$ cat src/design/tms_pkg.sv
// Shared types and codes for the triangle mesh point split block.
// No dependencies; imported by every module of the block.
package tms_pkg;

    localparam int VERTEX_DEPTH_DEF   = 4096;
    localparam int TRIANGLE_DEPTH_DEF = 8192;
    localparam int EDGE_DEPTH_DEF     = 16384;

    localparam logic [14:0] NONE_REF = 15'd16384;

    // input item kinds
    localparam logic [2:0] KIND_VERTEX     = 3'd0;
    localparam logic [2:0] KIND_TRI_CORNER = 3'd1;
    localparam logic [2:0] KIND_TRI_EDGE   = 3'd2;
    localparam logic [2:0] KIND_EDGE_END   = 3'd3;
    localparam logic [2:0] KIND_EDGE_TRI   = 3'd4;
    localparam logic [2:0] KIND_SET_COUNTS = 3'd5;
    localparam logic [2:0] KIND_SPLIT      = 3'd6;

    // record kinds
    localparam logic [2:0] REC_ACK        = 3'd0;
    localparam logic [2:0] REC_VERTEX     = 3'd1;
    localparam logic [2:0] REC_TRI_CORNER = 3'd2;
    localparam logic [2:0] REC_TRI_EDGE   = 3'd3;
    localparam logic [2:0] REC_EDGE_END   = 3'd4;
    localparam logic [2:0] REC_EDGE_TRI   = 3'd5;
    localparam logic [2:0] REC_ERROR      = 3'd6;

    // configuration register indexes
    localparam logic CFG_BARY_U = 1'b0;
    localparam logic CFG_BARY_V = 1'b1;

    localparam logic [16:0] BARY_RESET = 17'd21845;

    typedef struct packed {
        logic [2:0]         kind;
        logic [13:0]        entry_index;
        logic signed [31:0] coord_x;
        logic signed [31:0] coord_y;
        logic signed [31:0] coord_z;
        logic [14:0]        ref_first;
        logic [14:0]        ref_second;
        logic [14:0]        ref_third;
        logic [15:0]        color;
    } in_t;

    typedef struct packed {
        logic [2:0]         record_kind;
        logic [13:0]        record_index;
        logic signed [31:0] out_x;
        logic signed [31:0] out_y;
        logic signed [31:0] out_z;
        logic [14:0]        out_ref_first;
        logic [14:0]        out_ref_second;
        logic [14:0]        out_ref_third;
        logic [15:0]        out_color;
        logic               last;
    } out_t;

    // table port strobes
    typedef struct packed {
        logic vtx_we;
        logic vtx_re;
        logic tri_we;
        logic tri_re;
        logic tedg_we;
        logic tedg_re;
        logic eend_we;
        logic eend_re;
        logic etri_we;
        logic etri_re;
    } tbl_ctl_t;

endpackage

$ cat src/design/tms_blend.sv
// Barycentric blend unit: one weighted corner per call, accumulated.
// Depends on tms_pkg (nothing used beyond the import convention).
module tms_blend (
    input  logic               clk,
    input  logic               rst_n,
    input  logic               clear,
    input  logic               in_valid,
    input  logic [16:0]        weight,
    input  logic signed [31:0] x,
    input  logic signed [31:0] y,
    input  logic signed [31:0] z,
    output logic signed [31:0] res_x,
    output logic signed [31:0] res_y,
    output logic signed [31:0] res_z
);
    import tms_pkg::*;

    logic signed [49:0] px_reg, py_reg, pz_reg;
    logic signed [49:0] px_next, py_next, pz_next;
    logic               pv_reg;
    logic signed [51:0] ax_reg, ay_reg, az_reg;
    logic signed [51:0] rx, ry, rz;
    logic signed [17:0] sw;

    assign sw      = $signed({1'b0, weight});
    assign px_next = 50'(sw * x);
    assign py_next = 50'(sw * y);
    assign pz_next = 50'(sw * z);

    always_ff @(posedge clk or negedge rst_n)
    begin
        if (!rst_n)
        begin
            pv_reg <= 1'b0;
        end
        else
        begin
            pv_reg <= in_valid && !clear;
        end
    end

    always_ff @(posedge clk)
    begin
        px_reg <= px_next;
        py_reg <= py_next;
        pz_reg <= pz_next;
        if (clear)
        begin
            ax_reg <= '0;
            ay_reg <= '0;
            az_reg <= '0;
        end
        else if (pv_reg)
        begin
            ax_reg <= ax_reg + 52'(px_reg);
            ay_reg <= ay_reg + 52'(py_reg);
            az_reg <= az_reg + 52'(pz_reg);
        end
    end

    // round to nearest, ties up, then drop 16 fraction bits
    assign rx    = ax_reg + 52'sd32768;
    assign ry    = ay_reg + 52'sd32768;
    assign rz    = az_reg + 52'sd32768;
    assign res_x = rx[47:16];
    assign res_y = ry[47:16];
    assign res_z = rz[47:16];

endmodule

$ cat config.mk
export PLATFORM = sky130hd
export DESIGN_NAME = tms_blend
export DESIGN_NICKNAME = d
export VERILOG_FILES = /design/src/design/tms_pkg.sv /design/src/design/tms_blend.sv
export SDC_FILE = /design/constraint.sdc
export NUM_CORES = 2
export LEC_CHECK = 0
export BUFFER_PORTS_ARGS = -buffer_cell sky130_fd_sc_hd__buf_2
export CORE_UTILIZATION = 63
export DETAILED_ROUTE_END_ITERATION = 12
export PLACE_DENSITY = 0.8
export REMOVE_ABC_BUFFERS = 1
export SETUP_SLACK_MARGIN = 0.02
export SLEW_MARGIN = 25
export SYNTH_ARGS = -nofsm -noshare
export SYNTH_HDL_FRONTEND = slang
export SYNTH_SLANG_ARGS = --single-unit
$ cat constraint.sdc
create_clock -name clk -period 6.3 [get_ports clk]
set_input_delay 1.26 -clock clk [delete_from_list [all_inputs] [get_ports clk]]
set_output_delay 1.26 -clock clk [all_outputs]
set_load 0.05 [all_outputs]
After elaboration in Yosys (flattened, before gate mapping)
Index checks and enable logic that the tools add are counted.

Register bits after elaboration: 307. Input port bits: 117. Output and inout bits: 96. Logic and storage cells: 18.

Add/subtract/negate cells: 6. Multipliers: 3. Reduce and logical (&&, ||, !) cells: 2.

Operators by type and width (count): adder 52 x 50 -> 52 bit (3); multiplier 18 x 32 -> 50 bit (3); adder 48 x 17 -> 48 bit (second input constant) (3); logical AND 1 bit (1); zero test 1 bit (1).

Logic depth before layout (Yosys ltp)
Depth in word-level cells: 2. Depth in mapped cells: 28.

Worst setup path before layout
No wires, ideal clock.

Path type: input port to flip-flop. Start point: input weight[9]. End point: register px_reg[45]. Library setup time: 127 ps. Arrival: 7506 ps. Path slack: -1333 ps. Stages: 26. Buffers on the path: 4. Path through: clkbuf_1 > clkbuf_1 > clkbuf_1 > nand2_1 > fa_1 > inv_1 > fa_1 > fa_1 > fa_1 > fa_1 > inv_1 > fa_1 > inv_1 > ha_1 > clkbuf_1 > a21o_1 > a21o_1 > a21oi_1 > o21ai_0 > a221oi_1 > a31oi_1 > o221ai_1 > o2111ai_1 > a31oi_1 > o21ai_0 > xor2_1.

Cells in the longest elaborated chain, start to end: 1.

RTL lines: from (decl) (line tms_blend.sv:8) `input logic [16:0] weight,`; multiplier 18 x 32 -> 50 bit (line tms_blend.sv:26) `assign px_next = 50'(sw * x);`; via px_next[45] (line tms_blend.sv:19) `logic signed [49:0] px_next, py_next, pz_next;`; to (signal assigned) (line tms_blend.sv:44) `px_reg <= px_next;`; to (decl) (line tms_blend.sv:18) `logic signed [49:0] px_reg, py_reg, pz_reg;`.

The timed path passes the listed nets, and every way through them passes these cells. A chain may end at the register's enable or synchronous reset.

Final worst setup path
Start point: input weight[10]. End point: register pz_reg[47].

Cells in the longest elaborated chain, start to end: 1.

RTL lines: multiplier 18 x 32 -> 50 bit (line tms_blend.sv:28) `assign pz_next = 50'(sw * z);`; via pz_next[47] (line tms_blend.sv:19); to (signal assigned) (line tms_blend.sv:46) `pz_reg <= pz_next;`; to (decl) (line tms_blend.sv:18).

The timed path passes the listed nets, and every way through them passes these cells.

==> results.py <==
metrics = {
    "synth": {
        "synth_compound_area_share_pct": 7.58,
        "ys.flop_type": "dfxtp_1",
        "yosysSeqAreaShare_pct": 7.96,
        "yosysWarnings": 0,
        "synthAdderAreaFrac_pct": 50.4,
        "synth-simple-area-share_pct": 17.1,
        "synth_xor_area_share_pct": 4.20,
        "synth_top_family_by_area": "adder cells",
        "syn_area_mm2": 0.0728,
        "ys_async_sr_fraction_pct": 0.346,
        "synth_cell_types": 86,
        "netlist_instances": 8277,
        "syn_area_per_cell_um2": 8.79,
        "synth.area.mux_share_pct": 1.05,
        "synth_edf_count": 0,
        "yosys_register_bits": 289,
    },
    "placed_design": {
        "dpl.cell_count": 10500,
        "dpl.hpwl_um": 164000,
        "gp_routability_congestion": 0.953,
        "io_buffers": 212,
        "place_area_mm2": 0.0809,
    },
    "setup_path": {
        "crit_path_end_kind": "register",
        "max_stage_delay_ps": 550,
        "crit_arrival_ps": 7650,
        "crit_buf_inv": 13,
        "critPathLaunch": "weight[10]",
        "cpMostUsedCell": "fa_1",
        "critPathTopFamily": "adder cells",
        "cp-start-kind": "input pin",
        "worst_ep_required_time_ps": 6790,
        "cp_max_fo": 15,
        "cpMaxStageDelayCell": "fa_1",
        "r2r_start": "ay_reg[0]$_SDFFE_PP0P_",
        "worstSetupPathType": "in2reg",
    },
    "clock_tree": {
        "clock_latency_ps": 640,
        "cts_buffers": 39,
        "cts.htree.levels": 2,
        "cts_tree": "yes",
        "path_clk_slew_ps": 50,
        "clkSinkCount": 289,
        "clockRootBuffer": "clkbuf_16",
        "ctsHoldBuffers": 0,
        "clockBufferDepth": 3,
    },
    "detailed_routing": {
        "firstDrtPassIters": 6,
        "via_count": 59700,
        "routed_wl_um": 209000,
        "drc": 0,
        "drt-wirelength-per-cell_um": 19.7,
        "viasPerCell": 5.61,
        "ant_nets": 0,
        "drt_iter0_drc": 4441,
    },
    "floorplan": {
        "boundaryPins": 213,
        "coreArea_mm2": 0.114,
        "die_h_um": 342,
        "die_x_um": 342,
        "start_util_pct": 63.6,
        "die-area_mm2": 0.117,
        "fp-row-count": 124,
    },
    "global_routing": {
        "grt_usage_pct": 36.1,
        "grt_pass1_wl_um": 331000,
        "overflow": 0,
        "grt_pass1_vias": 64000,
        "grt_max_degree": 56,
        "antenna_found_initial": 26,
    },
    "sta": {
        "finalWorstSetupSlack_ps": -857,
        "drv_slew": 0,
        "worstMarginPinSlew_ps": 1090,
        "fmax_ghz": 0.140,
        "setup_violations": 71,
        "hold_slack_ps": 397,
        "finalHoldViolCount": 0,
        "rsz0062_at_grt": "true",
        "maxSlewHeadroom_pct": 27.3,
        "period_share_pct": 114,
        "fin_crit_ps": 7160,
        "skew_ps": 44.2,
    },
    "layout": {
        "finalNonFillerCells": 10600,
        "nets": 11200,
        "postLayoutCellArea_mm2": 0.0855,
        "drive_gt1_share_pct": 16.6,
        "syn_to_final_growth_pct": 17.6,
    },
    "job": {
        "drv_cap": 0,
    },
    "min_path": {
        "hold_path_class": "in2async",
    },
    "status": {
        "outcome": "finished with violations",
        "violations": "setup timing",
    },
}
[cells by family (layout without fill, tap and decap cells)]
logic type                 after synthesis  after routing
AOI/OAI and AO/OA                      821            821
xor gates and xnor gates               349            349
adders and majority gates             2013           2013
buffers and inverters                 2261           3094
DFF                                    289            289
muxes                                   76             76
other                                    0             15
and+or+nand+nor                       2468           2468
[metrics by stage]
stage,utilization [%],worst slack [ps],setup TNS (ps)
finish,74.8,-857,-32110
global route,74.8,-1030,-44290
CTS,74.0,-641,-19040
detailed placement,70.7,-1730,-110550
global placement,70.7,-1610,-101720
floorplan,-,-713,-21030
[area by class of cell]
| cell class | count | area, µm² |
|---|---|---|
| diodes | 15 | 37.5 |
| well taps | 1512 | 1890 |
| clock inverters | 20 | 363 |
| fillers | 7610 | 28800 |
| repair buffers | 1089 | 9010 |
| inverters | 1935 | 7260 |
| clock buffers | 50 | 1080 |
| multi-input cells | 5727 | 60100 |
| flip-flops and latches | 289 | 5790 |
[worst paths after layout]
check | to | slack, ps | cells past startpoint
max | pz_reg[47]$_DFF_P_ | -860 | 32
min | pv_reg$_DFF_PN0_ | 400 | 1
max reg2reg | ay_reg[42]$_SDFFE_PP0P_ | 1960 | 14
min reg2reg | ay_reg[4]$_SDFFE_PP0P_ | 470 | 2
max in group asynchronous | pv_reg$_DFF_PN0_ | 5810 | 1
min in group clk | ay_reg[4]$_SDFFE_PP0P_ | 470 | 2
[cells in the final DEF, fill, tap and decap left out, drive strengths merged, types with 11 or more instances in the layout]
cell,instances
dfxtp,288
a21boi,12
o21ai,152
and2,970
a31oi,25
nand3,74
o21a,46
nand2b,43
o21bai,26
clkbuf,54
a21oi,233
buf,1076
mux2i,72
o31ai,17
nor2b,46
ha,483
diode,15
fa,1530
nand2,876
a21o,156
nor3,44
and4,11
a31o,11
o211ai,13
nand4,46
or3,14
inv,1937
xor2,103
and3,44
a211oi,42
xnor2,246
nor2,271
[Yosys cell counts, drive strengths merged, types with 9 or more instances]
cell type	count	area (µm²)
a31oi	25	190
o31ai	17	151
dfxtp	288	5770
xnor2	246	2150
a2111oi	10	119
nand2	876	3290
a31o	11	96.3
nor2b	46	288
o211ai	13	97.6
and4	11	96.3
ha	483	6040
and2	970	6070
a21boi	12	90.1
o311ai	9	96.3
o21a	46	345
o21ai	152	772
or3	14	87.6
fa	1530	30600
a21o	156	1170
o21bai	26	195
and3	44	275
clkbuf	310	1160
nand2b	43	269
xor2	103	902
inv	1934	7260
nand3	74	370
or2	10	62.6
nor3	44	220
buf	16	62.6
nor2	271	1020
a211oi	42	325
nand4	46	288
mux2i	72	721
a21oi	233	1170
[what timing repair did]
action | 4_1_cts | 5_1_grt
gates cloned | 16 | 3
resized for setup | 359 | 142
endpoints found under the setup margin | 83 | 86
buffers inserted | 44 | 34
pin swaps | 206 | 94
[worst reg2reg max path: cells and delay by family, from the launching register on]
kind            cells  cell delay [ps]
flops               1              330
buf+inv             1               60
fa+ha+maj           2              590
compound gates      9             2720
simple gates        2              560
[metal layers]
layer	vias up	track usage, %	part of all wire [%]
met3	788	6.41	8.3
met5	-	0	0.058
met2	2542	60.1	48
met1	30000	43.8	36
met4	20	22.2	7.4
li1	26400	-	-
Power is left out: the tool's default activity adds up to more than one toggle a clock period on the data nets, which glitch-free logic cannot reach.
